$ cat src/rtl/hrhp_pkg.sv
`timescale 1ns / 1ps
// ----------------------------------------------------------------------------
// HTTP request head parser package
// Shared codes and the per-beat result type of the request head lexer.
// ----------------------------------------------------------------------------
package hrhp_pkg;

	localparam logic [2:0] KIND_METHOD  = 3'd0;
	localparam logic [2:0] KIND_URI     = 3'd1;
	localparam logic [2:0] KIND_VERSION = 3'd2;
	localparam logic [2:0] KIND_NAME    = 3'd3;
	localparam logic [2:0] KIND_VALUE   = 3'd4;
	localparam logic [2:0] KIND_BODY    = 3'd5;

	localparam logic [2:0] ERR_NONE         = 3'd0;
	localparam logic [2:0] ERR_LINE_END     = 3'd1;
	localparam logic [2:0] ERR_EXTRA_ELEM   = 3'd2;
	localparam logic [2:0] ERR_BAD_VERSION  = 3'd3;
	localparam logic [2:0] ERR_BAD_NAME     = 3'd4;
	localparam logic [2:0] ERR_HEADER_END   = 3'd5;
	localparam logic [2:0] ERR_HEAD_END     = 3'd6;

	localparam logic [7:0] CH_CR    = 8'h0D;
	localparam logic [7:0] CH_LF    = 8'h0A;
	localparam logic [7:0] CH_SP    = 8'h20;
	localparam logic [7:0] CH_COLON = 8'h3A;
	localparam logic [7:0] CH_DASH  = 8'h2D;
	localparam logic [7:0] CH_UNDER = 8'h5F;

	typedef struct packed {
		logic       out_valid;
		logic [7:0] out_byte;
		logic [2:0] out_kind;
		logic       token_end;
		logic       head_done;
		logic [2:0] error_code;
	} result_t;

endpackage

$ cat src/rtl/hrhp_if.sv
`timescale 1ns / 1ps
// ----------------------------------------------------------------------------
// HTTP request head parser channels
// Valid/ready channels for input bytes and lexer results.
// ----------------------------------------------------------------------------
interface hrhp_in_if;
	logic       valid;
	logic       ready;
	logic [7:0] in_byte;
	logic       msg_start;

	modport source (output valid, output in_byte, output msg_start, input ready);
	modport sink (input valid, input in_byte, input msg_start, output ready);
endinterface

interface hrhp_out_if;
	logic       valid;
	logic       ready;
	logic       out_valid;
	logic [7:0] out_byte;
	logic [2:0] out_kind;
	logic       token_end;
	logic       head_done;
	logic [2:0] error_code;

	modport source (output valid, output out_valid, output out_byte, output out_kind,
		output token_end, output head_done, output error_code, input ready);
	modport sink (input valid, input out_valid, input out_byte, input out_kind,
		input token_end, input head_done, input error_code, output ready);
endinterface

$ cat src/rtl/hrhp_lexer.sv
`timescale 1ns / 1ps
// ----------------------------------------------------------------------------
// HTTP request head lexer
// Holds the parse state and computes the result of one byte per beat.
// ----------------------------------------------------------------------------
module hrhp_lexer (
	input  logic                clk,
	input  logic                arst_n,
	input  logic                step,
	input  logic [7:0]          in_byte,
	input  logic                msg_start,
	output hrhp_pkg::result_t   res
);

	typedef enum logic [3:0] {
		PH_METHOD, PH_URI, PH_VERSION, PH_VER_LF, PH_EXTRA, PH_NAME_START,
		PH_NAME, PH_COLON, PH_VALUE, PH_HDR_LF, PH_HEAD_CR, PH_BODY, PH_ERROR
	} phase_t;

	phase_t     phase_q, ph, ph_n;
	logic [2:0] pm_q, pm, pm_n;
	logic       ws_q, ws, ws_n;
	logic [2:0] err_q, se, se_n;
	logic       fail;
	logic [2:0] fcode;
	logic       nm_ok;
	logic [7:0] nm_c;

	function automatic logic [7:0] to_upper(input logic [7:0] b);
		return (b inside {["a":"z"]}) ? b - 8'd32 : b;
	endfunction

	function automatic logic [7:0] to_lower(input logic [7:0] b);
		return (b inside {["A":"Z"]}) ? b + 8'd32 : b;
	endfunction

	function automatic logic [7:0] ver_char(input logic [2:0] i);
		case (i)
			3'd0: return "H";
			3'd1: return "T";
			3'd2: return "T";
			3'd3: return "P";
			3'd4: return "/";
			default: return 8'h00;
		endcase
	endfunction

	always_comb begin
		ph = msg_start ? PH_METHOD : phase_q;
		pm = msg_start ? 3'd0 : pm_q;
		ws = msg_start ? 1'b1 : ws_q;
		se = msg_start ? hrhp_pkg::ERR_NONE : err_q;
		ph_n = ph;
		pm_n = pm;
		ws_n = ws;
		se_n = se;
		fail = 1'b0;
		fcode = hrhp_pkg::ERR_NONE;
		res = '0;
		nm_ok = (in_byte inside {["a":"z"], ["A":"Z"], ["0":"9"]}) ||
			in_byte == hrhp_pkg::CH_DASH || in_byte == hrhp_pkg::CH_UNDER;
		nm_c = ws ? to_upper(in_byte) : to_lower(in_byte);
		case (ph)
			PH_METHOD, PH_URI: begin
				if (in_byte == hrhp_pkg::CH_LF) begin
					fail = 1'b1;
					fcode = (pm != 3'd0) ? hrhp_pkg::ERR_BAD_VERSION : hrhp_pkg::ERR_LINE_END;
				end else if (in_byte == hrhp_pkg::CH_SP) begin
					res.token_end = 1'b1;
					res.out_kind = (ph == PH_METHOD) ? hrhp_pkg::KIND_METHOD : hrhp_pkg::KIND_URI;
					ph_n = (ph == PH_METHOD) ? PH_URI : PH_VERSION;
					pm_n = 3'd0;
				end else begin
					pm_n = (in_byte == hrhp_pkg::CH_CR) ? 3'd1 : 3'd0;
					res.out_valid = 1'b1;
					res.out_byte = (ph == PH_METHOD) ? to_upper(in_byte) : in_byte;
					res.out_kind = (ph == PH_METHOD) ? hrhp_pkg::KIND_METHOD : hrhp_pkg::KIND_URI;
				end
			end
			PH_VERSION: begin
				if (in_byte == hrhp_pkg::CH_LF) begin
					fail = 1'b1;
					fcode = hrhp_pkg::ERR_LINE_END;
				end else if (in_byte == hrhp_pkg::CH_SP) begin
					ph_n = PH_EXTRA;
					pm_n = 3'd0;
				end else if (in_byte == hrhp_pkg::CH_CR) begin
					ph_n = PH_VER_LF;
					res.out_kind = hrhp_pkg::KIND_VERSION;
					res.token_end = 1'b1;
				end else begin
					if (pm < 3'd5) begin
						pm_n = (in_byte == ver_char(pm)) ? pm + 3'd1 : 3'd7;
					end
					res.out_valid = 1'b1;
					res.out_byte = in_byte;
					res.out_kind = hrhp_pkg::KIND_VERSION;
				end
			end
			PH_VER_LF: begin
				if (in_byte != hrhp_pkg::CH_LF) begin
					fail = 1'b1;
					fcode = hrhp_pkg::ERR_LINE_END;
				end else if (pm != 3'd5) begin
					fail = 1'b1;
					fcode = hrhp_pkg::ERR_BAD_VERSION;
				end else begin
					ph_n = PH_NAME_START;
					ws_n = 1'b1;
				end
			end
			PH_EXTRA: begin
				if (in_byte == hrhp_pkg::CH_LF) begin
					fail = 1'b1;
					fcode = (pm != 3'd0) ? hrhp_pkg::ERR_EXTRA_ELEM : hrhp_pkg::ERR_LINE_END;
				end else begin
					pm_n = (in_byte == hrhp_pkg::CH_CR) ? 3'd1 : 3'd0;
				end
			end
			PH_NAME_START, PH_NAME: begin
				if (ph == PH_NAME_START) begin
					ws_n = 1'b1;
					nm_c = to_upper(in_byte);
				end
				if (ph == PH_NAME_START && in_byte == hrhp_pkg::CH_CR) begin
					ph_n = PH_HEAD_CR;
				end else if (ph == PH_NAME_START && in_byte == hrhp_pkg::CH_LF) begin
					fail = 1'b1;
					fcode = hrhp_pkg::ERR_HEAD_END;
				end else if (in_byte == hrhp_pkg::CH_COLON) begin
					ph_n = PH_COLON;
					res.out_kind = hrhp_pkg::KIND_NAME;
					res.token_end = 1'b1;
				end else if (!nm_ok) begin
					fail = 1'b1;
					fcode = hrhp_pkg::ERR_BAD_NAME;
				end else begin
					ws_n = (in_byte == hrhp_pkg::CH_DASH);
					ph_n = PH_NAME;
					res.out_valid = 1'b1;
					res.out_byte = nm_c;
					res.out_kind = hrhp_pkg::KIND_NAME;
				end
			end
			PH_COLON, PH_VALUE: begin
				if (ph == PH_COLON && in_byte == hrhp_pkg::CH_SP) begin
					ph_n = PH_VALUE;
				end else if (in_byte == hrhp_pkg::CH_CR) begin
					ph_n = PH_HDR_LF;
					res.out_kind = hrhp_pkg::KIND_VALUE;
					res.token_end = 1'b1;
				end else if (in_byte == hrhp_pkg::CH_LF) begin
					fail = 1'b1;
					fcode = hrhp_pkg::ERR_HEADER_END;
				end else begin
					ph_n = PH_VALUE;
					res.out_valid = 1'b1;
					res.out_byte = in_byte;
					res.out_kind = hrhp_pkg::KIND_VALUE;
				end
			end
			PH_HDR_LF: begin
				if (in_byte == hrhp_pkg::CH_LF) begin
					ph_n = PH_NAME_START;
					ws_n = 1'b1;
				end else begin
					fail = 1'b1;
					fcode = hrhp_pkg::ERR_HEADER_END;
				end
			end
			PH_HEAD_CR: begin
				if (in_byte == hrhp_pkg::CH_LF) begin
					ph_n = PH_BODY;
					res.head_done = 1'b1;
				end else begin
					fail = 1'b1;
					fcode = hrhp_pkg::ERR_HEAD_END;
				end
			end
			PH_BODY: begin
				res.out_valid = 1'b1;
				res.out_byte = in_byte;
				res.out_kind = hrhp_pkg::KIND_BODY;
			end
			default: begin
				res.error_code = se;
			end
		endcase
		if (fail) begin
			se_n = fcode;
			ph_n = PH_ERROR;
			res = '0;
			res.error_code = fcode;
		end
	end

	always_ff @(posedge clk or negedge arst_n) begin
		if (!arst_n) begin
			phase_q <= PH_METHOD;
			pm_q <= 3'd0;
			ws_q <= 1'b1;
			err_q <= hrhp_pkg::ERR_NONE;
		end else if (step) begin
			phase_q <= ph_n;
			pm_q <= pm_n;
			ws_q <= ws_n;
			err_q <= se_n;
		end
	end

endmodule

$ cat src/rtl/http_request_head_parser.sv
`timescale 1ns / 1ps
// A result beat is registered and appears in the cycle after its input byte is accepted.
// Throughput: one byte per cycle; the single output register refills in the
// cycle it is drained, so the input stalls only while a held result is not taken.
// Reset: arst_n returns the lexer to the method field with no error and
// empties the output register; msg_start restarts parsing in band.
// ----------------------------------------------------------------------------
// HTTP request head parser
// Lexes a request head byte stream into tokens, header fields and body bytes.
// ----------------------------------------------------------------------------
module http_request_head_parser (
	input  logic              clk,
	input  logic              arst_n,
	hrhp_in_if.sink           in_ch,
	hrhp_out_if.source        out_ch
);

	hrhp_pkg::result_t res, res_q;
	logic              valid_q;
	logic              step;

	assign in_ch.ready = !valid_q || out_ch.ready;
	assign step = in_ch.valid && in_ch.ready;

	hrhp_lexer u_lexer (
		.clk       (clk),
		.arst_n    (arst_n),
		.step      (step),
		.in_byte   (in_ch.in_byte),
		.msg_start (in_ch.msg_start),
		.res       (res)
	);

	always_ff @(posedge clk or negedge arst_n) begin
		if (!arst_n) begin
			valid_q <= 1'b0;
		end else if (step) begin
			valid_q <= 1'b1;
		end else if (out_ch.ready) begin
			valid_q <= 1'b0;
		end
	end

	always_ff @(posedge clk) begin
		if (step) begin
			res_q <= res;
		end
	end

	assign out_ch.valid      = valid_q;
	assign out_ch.out_valid  = res_q.out_valid;
	assign out_ch.out_byte   = res_q.out_byte;
	assign out_ch.out_kind   = res_q.out_kind;
	assign out_ch.token_end  = res_q.token_end;
	assign out_ch.head_done  = res_q.head_done;
	assign out_ch.error_code = res_q.error_code;

	a_err_quiet: assert property (@(posedge clk) disable iff (!arst_n)
		(valid_q && res_q.error_code != hrhp_pkg::ERR_NONE) |->
		(!res_q.out_valid && !res_q.token_end && !res_q.head_done))
		else $error("error beat carries token data");

	a_idle_byte: assert property (@(posedge clk) disable iff (!arst_n)
		(valid_q && !res_q.out_valid) |-> (res_q.out_byte == 8'h00))
		else $error("byte set without out_valid");

	a_head_done: assert property (@(posedge clk) disable iff (!arst_n)
		(valid_q && res_q.head_done) |->
		(!res_q.out_valid && res_q.out_kind == hrhp_pkg::KIND_METHOD))
		else $error("head_done beat carries data");

	a_end_no_byte: assert property (@(posedge clk) disable iff (!arst_n)
		(valid_q && res_q.token_end) |->
		(!res_q.out_valid && res_q.out_kind != hrhp_pkg::KIND_BODY))
		else $error("token end beat malformed");

	a_load: assert property (@(posedge clk) disable iff (!arst_n)
		step |=> valid_q)
		else $error("accepted byte produced no result beat");

endmodule

$ cat src/flat_wrapper.sv
// flat-port wrapper written by rule: the top's interface ports become plain ports
module http_request_head_parser_flat 
  (clk, arst_n, in_ch_valid, in_ch_in_byte, in_ch_msg_start, in_ch_ready, out_ch_valid, out_ch_out_valid, out_ch_out_byte, out_ch_out_kind, out_ch_token_end, out_ch_head_done, out_ch_error_code, out_ch_ready);
  hrhp_in_if in_ch_i ();
  hrhp_out_if out_ch_i ();
  input  logic clk;
  input  logic arst_n;
  input wire logic [$bits(in_ch_i.valid)-1:0] in_ch_valid;
  input wire logic [$bits(in_ch_i.in_byte)-1:0] in_ch_in_byte;
  input wire logic [$bits(in_ch_i.msg_start)-1:0] in_ch_msg_start;
  output wire logic [$bits(in_ch_i.ready)-1:0] in_ch_ready;
  output wire logic [$bits(out_ch_i.valid)-1:0] out_ch_valid;
  output wire logic [$bits(out_ch_i.out_valid)-1:0] out_ch_out_valid;
  output wire logic [$bits(out_ch_i.out_byte)-1:0] out_ch_out_byte;
  output wire logic [$bits(out_ch_i.out_kind)-1:0] out_ch_out_kind;
  output wire logic [$bits(out_ch_i.token_end)-1:0] out_ch_token_end;
  output wire logic [$bits(out_ch_i.head_done)-1:0] out_ch_head_done;
  output wire logic [$bits(out_ch_i.error_code)-1:0] out_ch_error_code;
  input wire logic [$bits(out_ch_i.ready)-1:0] out_ch_ready;
  assign in_ch_i.valid = in_ch_valid;
  assign in_ch_i.in_byte = in_ch_in_byte;
  assign in_ch_i.msg_start = in_ch_msg_start;
  assign in_ch_ready = in_ch_i.ready;
  assign out_ch_valid = out_ch_i.valid;
  assign out_ch_out_valid = out_ch_i.out_valid;
  assign out_ch_out_byte = out_ch_i.out_byte;
  assign out_ch_out_kind = out_ch_i.out_kind;
  assign out_ch_token_end = out_ch_i.token_end;
  assign out_ch_head_done = out_ch_i.head_done;
  assign out_ch_error_code = out_ch_i.error_code;
  assign out_ch_i.ready = out_ch_ready;
  http_request_head_parser u_core (.clk(clk), .arst_n(arst_n), .in_ch(in_ch_i), .out_ch(out_ch_i));
endmodule
$ cat config.mk
export PLATFORM = sky130hd
export DESIGN_NAME = http_request_head_parser_flat
export DESIGN_NICKNAME = d
export VERILOG_FILES = /design/src/rtl/hrhp_pkg.sv /design/src/rtl/hrhp_if.sv /design/src/rtl/hrhp_lexer.sv /design/src/rtl/http_request_head_parser.sv /design/src/flat_wrapper.sv
export SDC_FILE = /design/constraint.sdc
export NUM_CORES = 1
export LEC_CHECK = 0
export BUFFER_PORTS_ARGS = -buffer_cell sky130_fd_sc_hd__buf_2
export CAP_MARGIN = 20
export CORE_MARGIN = 2
export CORE_UTILIZATION = 59
export DETAILED_ROUTE_END_ITERATION = 16
export PLACE_DENSITY = 0.82
export SLEW_MARGIN = 25
export SYNTH_ARGS = -nofsm -noshare
export SYNTH_HDL_FRONTEND = slang
export SYNTH_HIERARCHICAL = 1
export SYNTH_SLANG_ARGS = --single-unit
$ cat constraint.sdc
create_clock -name clk -period 3.5 [get_ports clk]
set_input_delay 0.175 -clock clk [delete_from_list [all_inputs] [get_ports clk]]
set_output_delay 0.175 -clock clk [all_outputs]
set_load 0.02 [all_outputs]
# Word-level counts from Yosys, hierarchy flattened

Index checks and enable logic that the tools add are counted.

Add/sub/neg operators: 3
Order comparisons: 7
Equal/unequal tests: 24
Mux-type cells: 106
Bitwise operators: 1
Reduce and logical (&&, ||, !) cells: 24

Operators by type and width:

| cell                | count |
|---|---|
| $mux 8              | 10 |
| $mux 13             | 6 |
| $mux 4              | 18 |
| $mux 3              | 23 |
| $pmux 12 s5         | 1 |
| $mux 9              | 4 |
| $mux 1              | 28 |
| $pmux 4 s7          | 1 |
| $pmux 7 s4          | 1 |
| $eq 8x6->1 const B  | 3 |
| $mux 12             | 2 |
| $pmux 3 s8          | 1 |
| $eq 4x3->1 const B  | 4 |
| $eq 4x4->1 const B  | 4 |
| $eq 8x4->1 const B  | 2 |
| $ge 8x7->1 const B  | 2 |
| $le 8x7->1 const B  | 2 |
| $mux 2              | 7 |
| $reduce_or 12->1    | 1 |
| $reduce_or 2->1     | 6 |
| $pmux 3 s3          | 1 |
| $add 8x6->8 const B | 1 |
| $eq 4x2->1 const B  | 2 |
| $eq 8x7->1 const B  | 1 |
| 24 further kinds    | 34 |

Register bits: 29
Input port bits: 13
Output and inout port bits: 19
Logic and storage cells: 176

# Depth between registers and ports, before layout

Gate-level depths: netlist of the first run.

Depth in word-level cells: 16
Depth in mapped cells: 10
Depth with buffers taken out: 9

# Cells and area by module

The synthesis of the first run kept the hierarchy.

Modules (own cells, without submodules):

| module                   | times used | cells each | area each (um^2) | seq. area each (um^2) |
|---|---|---|---|---|
| hrhp_lexer               | 1          | 314        | 2192.1           | 276.5 |
| http_request_head_parser | 1          | 21         | 564.3            | 535.5 |

# Least setup slack after synthesis of the first run

OpenSTA, ideal clock, no wires.

Kind: reg-to-reg
From: register u_core.u_lexer.pm_q[2]
To: register u_core.u_lexer.pm_q[0]
Setup time: 0.143 ns
Arrival: 2.505 ns
Setup slack: 0.852 ns
Stages on the path, launching flop included: 10
Path buffers: 1
Clock period less this slack: 2.648 ns
Path through: dfrtp_1 -> clkbuf_1 -> nor2b_1 -> inv_1 -> ha_1 -> or4b_1 -> a2111oi_0 -> o311ai_1 -> o41ai_1 -> o211ai_1

Word-level cells in the longest chain between the ends: 16
Elaborated cells between the ends (all ways): 21
Those cells by class: order compare (1); eq/ne (5); mux (13); reduce/logical (2)

RTL lines:

| what                                            | line              | RTL |
|---|---|---|
| start: declaration                              | hrhp_lexer.sv:21  | `logic [2:0] pm_q, pm, pm_n;` |
| start signal: assignment                        | hrhp_lexer.sv:205 | `pm_q <= pm_n;` |
| $mux 3 (*)                                      | hrhp_lexer.sv:50  | `pm = msg_start ? 3'd0 : pm_q;` |
| $eq 3x2->1 / $eq 3x1->1 (equally long branches) | hrhp_lexer.sv:38  | `case (i)` |
| $reduce_or 2->1 (no source line)                | n/a               |  |
| $pmux 7 s4                                      | hrhp_lexer.sv:38  |  |
| $mux 8                                          | hrhp_lexer.sv:92  | `if (pm < 3'd5) begin` |
| $mux 8                                          | hrhp_lexer.sv:87  | `end else if (in_byte == hrhp_pkg::CH_CR) begin` |
| $mux 8                                          | hrhp_lexer.sv:84  | `end else if (in_byte == hrhp_pkg::CH_SP) begin` |
| $mux 8                                          | hrhp_lexer.sv:81  | `if (in_byte == hrhp_pkg::CH_LF) begin` |
| $mux 8                                          | hrhp_lexer.sv:63  | `case (ph)` |
| $eq 8x8->1                                      | hrhp_lexer.sv:93  | `pm_n = (in_byte == ver_char(pm)) ? pm + 3'd1 : 3'd7;` |
| $mux 3                                          | hrhp_lexer.sv:93  |  |
| $mux 3 (*)                                      | hrhp_lexer.sv:92  |  |
| $mux 3 (*)                                      | hrhp_lexer.sv:87  |  |
| $mux 3 (*)                                      | hrhp_lexer.sv:84  |  |
| $mux 3 (*)                                      | hrhp_lexer.sv:81  |  |
| $pmux 3 s3 (*)                                  | hrhp_lexer.sv:63  |  |

Mark *: on every way between the ends. The rest lies on a longest branch, timed or not. The select of a mux whose other input is x is not followed.
A chain may end at the register's enable or synchronous reset.

# Worst setup path in the final report of the first run

Same ends and word-level chain as after synthesis.

==> results of run 1 <==
[power by group]
| group | internal, mW | switching (mW) | leakage [nW] | total (mW) |
|---|---|---|---|---|
| logic | 0.0902 | 0.160 | 0.778 | 0.250 |
| clock network | 0.160 | 0.125 | 0.0455 | 0.285 |
| registers | 0.387 | 0.0313 | 0.322 | 0.418 |
| total | 0.637 | 0.316 | 1.15 | 0.953 |
[critical path: cells and delay by family (launching register included)]
family                     cells  cell delay [ps]
and+or+nand+nor                2              820
buffers and inverters          1               80
DFF                            1              540
AOI/OAI and AO/OA              4             1060
adders and majority gates      1              240
[cells by family (layout without fill, tap and decap cells)]
group           count (synthesis)  after routing  share of synthesized area [%]
compound gates                115            115                           30.5
xor+xnor                        5              5                           1.59
fa+ha+maj                       4              4                           1.82
buf+inv                        34             53                           5.27
flops                          29             29                           29.5
mux                             3              3                           1.13
simple gates                  145            145                           30.2
[per-layer routing]
metal / GRT usage, % / vias up / share of wire (%) / wire length, um
li1: - / 1335 / - / -
met1: 42.7 / 1359 / 40 / 3290
met2: 52.0 / 205 / 45 / 3710
met3: 5.00 / 40 / 11 / 867
met4: 12.8 / 0 / 3.8 / 313
met5: 0 / - / 0 / 0
[cell type report]
class                           instances  area share [%]
Sequential cell                        29            27.1
Inverter                               10            1.25
Clock buffer                            8            3.01
Multi-Input combinational cell        272            60.1
Timing Repair Buffer                   35            6.27
Tap cell                               52            2.17
[state kept, by name, summed over array words and instances (netlist names), 3 cells and up]
name and count:
u_core/u_lexer/pm_q 3, u_core/out_ch.error_code 3, u_core/out_ch.out_kind 3, u_core/u_lexer/err_q 3
u_core/u_lexer/phase_q 4, u_core/out_ch.out_byte 8
[cells in the mapped netlist (all sizes together) (8+ instances only)]
master / n / area, um^2
nor3: 19 / 100
nor2: 34 / 128
inv: 10 / 37.5
o211ai: 9 / 67.6
a21o: 10 / 75.1
dfrtp: 11 / 275
nand2b: 8 / 57.6
a21oi: 19 / 98.9
o21ai: 17 / 88.8
clkbuf: 17 / 63.8
edfxtp: 17 / 510
nand3: 11 / 55.1
nand2: 28 / 105
[cells in the final DEF (no fill, tap or decap), types with 4 or more instances in the layout]
cell type / count
sky130_fd_sc_hd__nand3_1: 11
sky130_fd_sc_hd__a31oi_1: 7
sky130_fd_sc_hd__o21ai_0: 14
sky130_fd_sc_hd__clkbuf_8: 6
sky130_fd_sc_hd__xnor2_1: 4
sky130_fd_sc_hd__a22o_1: 4
sky130_fd_sc_hd__buf_2: 31
sky130_fd_sc_hd__inv_1: 9
sky130_fd_sc_hd__a211oi_1: 5
sky130_fd_sc_hd__nor3b_1: 5
sky130_fd_sc_hd__o2bb2ai_1: 4
sky130_fd_sc_hd__a21oi_1: 18
sky130_fd_sc_hd__nor2b_1: 7
sky130_fd_sc_hd__nand2_1: 28
sky130_fd_sc_hd__dfrtp_1: 11
sky130_fd_sc_hd__ha_1: 4
sky130_fd_sc_hd__nor2_1: 34
sky130_fd_sc_hd__nand2b_1: 7
sky130_fd_sc_hd__nor3_1: 18
sky130_fd_sc_hd__edfxtp_1: 17
sky130_fd_sc_hd__a21o_1: 10
sky130_fd_sc_hd__o211ai_1: 9
[per-stage QoR]
step	cells	hold slack [ps]	total power [mW]	instance area, um^2
after detailed placement	397	75.7	0.666	2890
after floorplan	335	-121	0.600	2760
after CTS	406	132	0.951	2990
after global placement	397	73.8	0.662	2890
after global routing	406	151	0.994	2990
final	406	145	0.953	2990
[final timing paths]
path | to | slack [ps] | cells after the start
worst max-delay path | u_core/u_lexer/pm_q[0] | 620 | 8
worst min-delay path | u_core/out_ch.valid | 140 | 2
worst max register to register | u_core/u_lexer/pm_q[0] | 620 | 8
worst min register to register | u_core/u_lexer/err_q[0] | 510 | 1
max in group asynchronous | u_core/u_lexer/ws_q | 2900 | 2
min in group asynchronous | u_core/u_lexer/pm_q[0] | 320 | 2
==> impl_metrics.yaml, run 1 <==
route:
  avgViaCountPerCell: 7.24
  routedWlPerCell_um: 20.2
  via_count: 2939
  totalWireLength_mm: 8.18
  detail-route-antenna-nets: 0
  detail_route.drc_violations: 0
  drt_first_iter_violations: 385
  detailedRoute.firstPassIterationCount: 8
cells_and_area:
  register_area_um2: 812
  insertedDiodeCount: 0
  layout-drive-gt1-share_pct: 17.2
  fillerInstances: 380
  share_of_the_core_filled_with_cells_pct: 67.8
  multiInputGateArea_um2: 1800
  layout.nets: 370
  area.growth.synth_to_final_pct: 8.53
setup_path:
  cp_data_arrival_time_ps: 3030
  crit_path_cell_trace: "nor2b_1 -> inv_1 -> ha_1 -> or4b_1 -> a2111oi_0 -> o311ai_1 -> o41ai_1 -> o211ai_1"
  crit_fanout: 13
  cp-start-kind: "register"
  end_kind: "register"
  standard_cell_with_the_maximum_stage_delay_on_the_critical_path: "sky130_fd_sc_hd__dfrtp_1"
  critical_path.reg2reg.startpoint: "u_core/u_lexer/pm_q[2]"
  worst_stage_delay_on_the_critical_path_ps: 540
  critPathRequiredTime_ps: 3660
  critical_path.startpoint: "u_core/u_lexer/pm_q[2]"
  critical_path_class: "reg -> reg"
yosys:
  post_synthesis_cells: 335
  synthesized_area_um2: 2760
  ys_seq_area_share_pct: 29.5
  yosys_register_bits: 29
  synth_cell_types: 83
  post_synth.cell_area_avg_um2: 8.23
  synth.yosys.warnings: 6
  synth_edf_count: 17
  async_reset_ff_share_pct: 41.4
  syn-num-nets: 352
  ys_dominant_reg_cell: "sky130_fd_sc_hd__edfxtp_1"
clocking:
  postCtsHoldBufs: 1
  cts_setup_buffers: 0
  cts_inserted_buffers: 5
  clock_sinks: 29
  clock_tree.root_cell: "sky130_fd_sc_hd__clkbuf_8"
  clock_insertion_delay_worst_skew_ps: 290
  ctsLongestPathBuffers: 2
  tritoncts_clock_tree: "yes"
  path_clk_slew_ps: 70
  ctsResizeCount: 0
  cts_max_level: 2
global_routing:
  grt_antenna_before_repair: 0
  vias_in_the_first_global_route: 2649
  globalRoute.totalOverflow: 0
  grt_util_all_layers_pct: 32.0
  grt_max_degree: 32
  grt_pass1_wl_mm: 12.9
timing:
  setup_total_negative_slack_ps: 0
  hold_violations: 0
  rsz0062_at_grt: "false"
  max_slew_margin_pct: 48.0
  finalClockSkew_ps: 7.89
  finalSetupViolCount: 0
  fmax_mhz: 348
  worstMarginPinSlew_ps: 774
  post-route-period-util_pct: 82.2
  max_slew_violation_count: 0
  post-route-worst-setup-slack_ps: 624
  post-route-min-period_ps: 2880
floorplan:
  die_x_um: 72.4
  ioPinCount: 32
  core_region_area_um2: 4410
  std_cell_rows: 24
  design.die.area_um2: 5230
  start_util_pct: 62.4
  die_h_um: 72.4
placed_design:
  placement.setup.worst_slack_ps: 678
  post-dp-hpwl_mm: 5.94
  port_buffers: 31
  place.gp.congestion: 0.990
worst_hold_path:
  holdCritPathClass: "in -> reg"
  hold_start: "in_ch_valid"
status:
  run_status: "finished clean"
pwr:
  pwr_density_cell_nw_per_um2: 319
  max-vdd-ir-drop_uv: 182
  p_leak_nw: 1.15
run:
  maxCapViolCount: 0
Note: power is estimated with default switching activity, not from simulation.
==> run 2, diff against run 1 <==
--- a/config.mk
+++ b/config.mk
@@ -5,12 +5,13 @@
 export SDC_FILE = /design/constraint.sdc
 export NUM_CORES = 1
 export LEC_CHECK = 0
+export ABC_AREA = 1
 export BUFFER_PORTS_ARGS = -buffer_cell sky130_fd_sc_hd__buf_2
 export CAP_MARGIN = 20
 export CORE_MARGIN = 2
 export CORE_UTILIZATION = 59
 export DETAILED_ROUTE_END_ITERATION = 16
-export PLACE_DENSITY = 0.82
+export PLACE_DENSITY = 0.83
 export SLEW_MARGIN = 25
 export SYNTH_ARGS = -nofsm -noshare
 export SYNTH_HDL_FRONTEND = slang
==> constraint.sdc (replaced) <==
create_clock -name clk -period 2.86 [get_ports clk]
set_input_delay 0.143 -clock clk [delete_from_list [all_inputs] [get_ports clk]]
set_output_delay 0.143 -clock clk [all_outputs]
set_load 0.02 [all_outputs]
==> impl_metrics.yaml, run 2 <==
pwr:
  sw_frac_of_total_pct: 32.1
  power_report.internal_total_mw: 0.865
  max-vdd-ir-drop_uv: 286
  netSwitchingPower_mw: 0.409
  power_frac_seq_pct: 39.5
  pwr_density_cell_nw_per_um2: 437
  power_frac_comb_pct: 26.2
  p_leak_nw: 1.50
  clock_power_share_pct: 34.3
  power.total_mw: 1.27
setup_path:
  critical_path_class: "reg -> reg"
  critPathRequiredTime_ps: 2900
  worst_stage_delay_on_the_critical_path_ps: 600
  critical_path_depth: 5
  path_buf_inv: 0
  crit_path_cell_trace: "nand2_2 -> nand2_4 -> nor2_1 -> a21oi_1 -> o311ai_0"
  rr_worst_depth: 5
  end_kind: "register"
  crit_fanout: 11
  critical_path.reg2reg.startpoint: "u_core/u_lexer/phase_q[3]"
  r2r_path_end: "u_core/out_ch.out_valid"
  critical_path.startpoint: "u_core/u_lexer/phase_q[3]"
  cp_data_arrival_time_ps: 2120
  critical-path-top-delay-family: "simple AND/OR/NAND/NOR gates"
  standard_cell_with_the_maximum_stage_delay_on_the_critical_path: "sky130_fd_sc_hd__nor2_1"
  cp-start-kind: "register"
  r2r_slack_ps: 790
yosys:
  syn-num-nets: 409
  yosysMostFrequentCell: "sky130_fd_sc_hd__nand2_1"
  yosys_register_bits: 29
  ys_dominant_reg_cell: "sky130_fd_sc_hd__edfxtp_1"
  synth.yosys.warnings: 6
  synth_edf_count: 17
  post_synth.cell_area_avg_um2: 6.64
  yosysTopAreaCellShare_pct: 19.6
  post_synth_top_cells: "103 x sky130_fd_sc_hd__nand2_1, 47 x sky130_fd_sc_hd__nand3_1, 45 x sky130_fd_sc_hd__nor2_1"
  async_reset_ff_share_pct: 41.4
  post_synthesis_cells: 392
  synthesized_area_um2: 2600
  netlist.top_cell.by_area: "sky130_fd_sc_hd__edfxtp_1"
  ys_top_cells_by_area: "sky130_fd_sc_hd__edfxtp_1 20%, sky130_fd_sc_hd__nand2_1 15%, sky130_fd_sc_hd__dfrtp_1 11%, sky130_fd_sc_hd__nand3_1 9.0%, sky130_fd_sc_hd__nor2_1 6.5%"
  ys_seq_area_share_pct: 31.2
  synth_cell_types: 40
clocking:
  cts_inserted_buffers: 5
  clock_insertion_delay_worst_skew_ps: 280
  cts_max_level: 2
  tritoncts_clock_tree: "yes"
  clock_sinks: 29
  ctsLongestPathBuffers: 2
  path_clk_slew_ps: 60
  ctsResizeCount: 0
  clock_tree.root_cell: "sky130_fd_sc_hd__clkbuf_8"
  cts_setup_buffers: 0
timing:
  max_slew_violation_count: 0
  hold_violations: 0
  worstMarginPinSlew_ps: 779
  fin_hold_ws_ps: 76.1
  post-route-worst-setup-slack_ps: 789
  post-route-min-period_ps: 2070
  finalClockSkew_ps: 5.44
  finalSetupViolCount: 0
  setup_total_negative_slack_ps: 0
  max_slew_margin_pct: 47.9
  fmax_mhz: 483
  post-route-period-util_pct: 72.4
  rsz0062_at_grt: "false"
floorplan:
  die_h_um: 70.4
  core_region_area_um2: 4290
  start_util_pct: 60.6
  std_cell_rows: 24
  ioPinCount: 32
  design.die.area_um2: 4960
  die_x_um: 70.4
global_routing:
  grt_util_all_layers_pct: 30.2
  vias_in_the_first_global_route: 2584
  grt_max_degree: 20
  grt_pass1_wl_mm: 11.9
  globalRoute.totalOverflow: 0
  grt_antenna_before_repair: 0
worst_hold_path:
  hold_path_depth: 3
  endpoint_worst_hold: "u_core/out_ch.valid"
  hold_start: "in_ch_valid"
  holdCritPathClass: "in -> reg"
placed_design:
  post-dp-hpwl_mm: 5.54
  port_buffers: 31
  placement.setup.worst_slack_ps: 762
  dpl.cell_count: 469
  place.gp.congestion: 1.07
cells_and_area:
  largest_register_ffs: 8
  area.growth.synth_to_final_pct: 12.1
  register_area_um2: 812
  final_cells: 478
  final_common_cell: "sky130_fd_sc_hd__nand2_1"
  mostFrequentLayoutCells: "103 x sky130_fd_sc_hd__nand2_1, 47 x sky130_fd_sc_hd__nand3_1, 45 x sky130_fd_sc_hd__nor2_1, 41 x sky130_fd_sc_hd__inv_1, 31 x sky130_fd_sc_hd__buf_2"
  fillerInstances: 376
  multiInputGateArea_um2: 1540
  layout-drive-gt1-share_pct: 20.7
  insertedDiodeCount: 0
  layout.nets: 442
route:
  route.top_layer_used: "met4"
  via_count: 2852
  routedWlPerCell_um: 15.1
  detailedRoute.firstPassIterationCount: 8
  detail-route-antenna-nets: 0
  route.met3.wl_um: 809
  detail_route.drc_violations: 0
  totalWireLength_mm: 7.23
  drt_first_iter_violations: 351
  met2_length_mm: 3.40
  avgViaCountPerCell: 5.97
  detail_route.wirelength.met1_mm: 2.89
status:
  run_status: "finished clean"
run:
  maxCapViolCount: 0
run 2: cell type report:
class / count / area share (%)
Multi-Input combinational cell: 302 / 52.9
Sequential cell: 29 / 27.8
Inverter: 53 / 6.82
Timing Repair Buffer: 34 / 6.18
Clock buffer: 7 / 2.96
Tap cell: 52 / 2.23
Clock inverter: 1 / 1.03
run 2: timing repair:
| item | 4_1_cts | 5_1_grt |
|---|---|---|
| setup endpoints to repair | 0 | 0 |
| hold buffers | 1 | 0 |
| endpoints found under the hold margin | 11 | 0 |
run 2: cell families after synthesis:
logic type / count (synthesis) / synth area share, %
AO/OA/AOI/OAI: 58 / 13.4
XOR/XNOR: 1 / 0.337
adder cells (fa/ha/maj): 4 / 1.92
buffers and inverters: 61 / 9.57
flip-flops: 29 / 31.2
AND/OR/NAND/NOR: 239 / 43.5
run 2: layer usage:
layer	track usage, %	up-vias
met5	0	-
met4	10.3	0
met3	6.49	19
met2	49.6	192
met1	39.5	1280
li1	-	1361
run 2: worst max-delay path by stage:
stage	endpoint	slack (ps)
floorplan	u_core/u_lexer/pm_q[0]	660
CTS	u_core/out_ch.out_valid	780
detailed placement	u_core/out_ch.out_valid	760
global placement	u_core/u_lexer/phase_q[1]	730
finish	u_core/out_ch.out_valid	790
global route	u_core/out_ch.out_valid	710
run 2: metrics by stage:
step	util, %	instance area [um^2]
floorplan	-	2600
global placement	65.0	2790
detailed placement	65.0	2790
CTS	67.9	2920
global route	67.9	2920
finish	67.9	2920
run 2: worst register-to-register path: stages (launching register included):
cell	delay, ps
sky130_fd_sc_hd__dfrtp_1	460
sky130_fd_sc_hd__nand2_2	160
sky130_fd_sc_hd__nand2_4	90
sky130_fd_sc_hd__nor2_1	600
sky130_fd_sc_hd__a21oi_1	110
sky130_fd_sc_hd__o311ai_0	410
run 2: power by group through the flow:
stage | logic [mW] | registers, mW | clock network, mW
4_1_cts | 0.326 | 0.504 | 0.447
3_3_place_gp | 0.320 | 0.511 | 0
5_1_grt | 0.367 | 0.507 | 0.461
6_report | 0.333 | 0.503 | 0.438
2_1_floorplan | 0.214 | 0.533 | 0
3_5_place_dp | 0.324 | 0.512 | 0
==> run 3, diff against run 2 <==
==> constraint.sdc (replaced) <==
create_clock -name clk -period 2.05 [get_ports clk]
set_input_delay 0.1025 -clock clk [delete_from_list [all_inputs] [get_ports clk]]
set_output_delay 0.1025 -clock clk [all_outputs]
set_load 0.02 [all_outputs]
==> impl_metrics.yaml, run 3 (same netlist as run 2, synthesis figures left out) <==
route:
  via_count: 2930
  avgViaCountPerCell: 5.96
  detailedRoute.firstPassIterationCount: 5
  detail-route-antenna-nets: 0
  routedWlPerCell_um: 15.1
  drt_first_iter_violations: 408
  totalWireLength_mm: 7.45
  detail_route.drc_violations: 0
timing:
  post-route-worst-setup-slack_ps: 212
  max_slew_margin_pct: 65.0
  fmax_mhz: 544
  post-route-period-util_pct: 89.7
  post-route-min-period_ps: 1840
  hold_violations: 0
  worstMarginPinSlew_ps: 526
  finalClockSkew_ps: 5.94
  setup_total_negative_slack_ps: 0
  fin_hold_ws_ps: 25.8
  max_slew_violation_count: 0
  rsz0062_at_grt: "false"
  finalSetupViolCount: 0
cells_and_area:
  largest_register_ffs: 8
  final_common_cell: "sky130_fd_sc_hd__nand2_1"
  layout.nets: 456
  fillerInstances: 385
  insertedDiodeCount: 0
  layout-drive-gt1-share_pct: 23.2
  area.growth.synth_to_final_pct: 16.6
  finish.instance_area_um2: 3030
  mostFrequentLayoutCells: "103 x sky130_fd_sc_hd__nand2_1, 47 x sky130_fd_sc_hd__nand3_1, 45 x sky130_fd_sc_hd__nor2_1, 41 x sky130_fd_sc_hd__inv_1, 31 x sky130_fd_sc_hd__buf_2"
floorplan:
  design.die.area_um2: 4960
  core_region_area_um2: 4290
  die_h_um: 70.4
  die_x_um: 70.4
  std_cell_rows: 24
  ioPinCount: 32
  start_util_pct: 60.6
global_routing:
  grt_max_degree: 14
  grt_antenna_before_repair: 0
  globalRoute.totalOverflow: 0
  grt_pass1_wl_mm: 12.2
  grt_util_all_layers_pct: 31.0
  vias_in_the_first_global_route: 2617
setup_path:
  worst_stage_delay_on_the_critical_path_ps: 380
  cpMostUsedCell: "sky130_fd_sc_hd__nand2_1"
  end_kind: "register"
  standard_cell_with_the_maximum_stage_delay_on_the_critical_path: "sky130_fd_sc_hd__dfrtp_1"
  crit_fanout: 6
  critical_path_class: "reg -> reg"
  cp-start-kind: "register"
  critPathRequiredTime_ps: 2230
  crit_path_cell_trace: "nand2_2 -> nor2_1 -> inv_1 -> nor2_1 -> nand2_1 -> nand3_1 -> inv_2 -> nand4_1 -> nand2_1 -> nand2_1 -> nand2_1"
  rr_worst_depth: 11
  cp_data_arrival_time_ps: 2020
clocking:
  cts_max_level: 2
  cts_inserted_buffers: 5
  clock_sinks: 29
  clock_tree.root_cell: "sky130_fd_sc_hd__clkbuf_8"
  path_clk_slew_ps: 70
  clock_insertion_delay_worst_skew_ps: 290
  tritoncts_clock_tree: "yes"
  cts_setup_buffers: 0
  ctsLongestPathBuffers: 2
pwr:
  p_leak_nw: 1.57
  power.total_mw: 1.82
  max-vdd-ir-drop_uv: 485
  pwr_density_cell_nw_per_um2: 599
worst_hold_path:
  holdCritPathClass: "in -> reg"
  hold_path_depth: 3
placed_design:
  post-dp-hpwl_mm: 5.83
  port_buffers: 31
  postPlaceCellArea_um2: 2910
  placement.setup.worst_slack_ps: 145
  place.gp.congestion: 1.04
status:
  run_status: "finished clean"
run:
  maxCapViolCount: 0
==> run 3: cell count changes in the layout (fill, tap and decap cells not counted) <==
cell                     delta
sky130_fd_sc_hd__buf_4     +13
sky130_fd_sc_hd__buf_12     +1
==> run 3: through the flow <==
step / utilization (%) / cells
after floorplan: - / 392
after global placement: 67.7 / 483
after detailed placement: 67.7 / 483
after CTS: 70.7 / 492
after global routing: 70.7 / 492
final: 70.7 / 492
==> run 3: power breakdown <==
group	switching (mW)	internal, mW
Sequential	0.0269	0.670
Combinational	0.336	0.166
Clock	0.222	0.396
==> run 3: worst max-delay path: cells and delay by family (launching register included) <==
kind / cells / cell delay [ps]
and+or+nand+nor: 9 / 1220
DFF: 1 / 380
buffers and inverters: 2 / 130
==> run 3: area by class of cell <==
| class | instances | area, um^2 | area share (%) |
|---|---|---|---|
| timing repair buffer | 48 | 298 | 9.81 |
| tap | 52 | 65.1 | 2.14 |
| clock buffer | 7 | 86.3 | 2.85 |
| clock inverter | 1 | 30.0 | 0.990 |
| inverter | 53 | 199 | 6.56 |
| multi-input combinational | 302 | 1540 | 50.9 |
| sequential | 29 | 812 | 26.8 |
==> run 3: worst paths after layout <==
check / from / end / slack (ps)
max in group asynchronous: arst_n / u_core/u_lexer/ws_q / 1550
worst max-delay path: u_core/u_lexer/phase_q[0] / u_core/u_lexer/err_q[2] / 210
worst min register to register: u_core/u_lexer/err_q[0] / u_core/u_lexer/err_q[0] / 480
min in group asynchronous: arst_n / u_core/out_ch.valid / 220
worst max register to register: u_core/u_lexer/phase_q[0] / u_core/u_lexer/err_q[2] / 210
worst min-delay path: in_ch_valid / u_core/out_ch.valid / 30
==> run 3: what timing repair did <==
item / 4_1_cts / 5_1_grt
setup endpoints to repair: 0 / 0
endpoints found under the hold margin: 12 / 0
hold buffers: 1 / 0
resized for setup: 0 / 0
==> run 3: routing by layer <==
| metal | routed length (um) | track usage (%) |
|---|---|---|
| met2 | 3330 | 47.9 |
| met3 | 754 | 5.34 |
| met4 | 316 | 13.9 |
| met5 | 0 | 0 |
| met1 | 3050 | 42.5 |
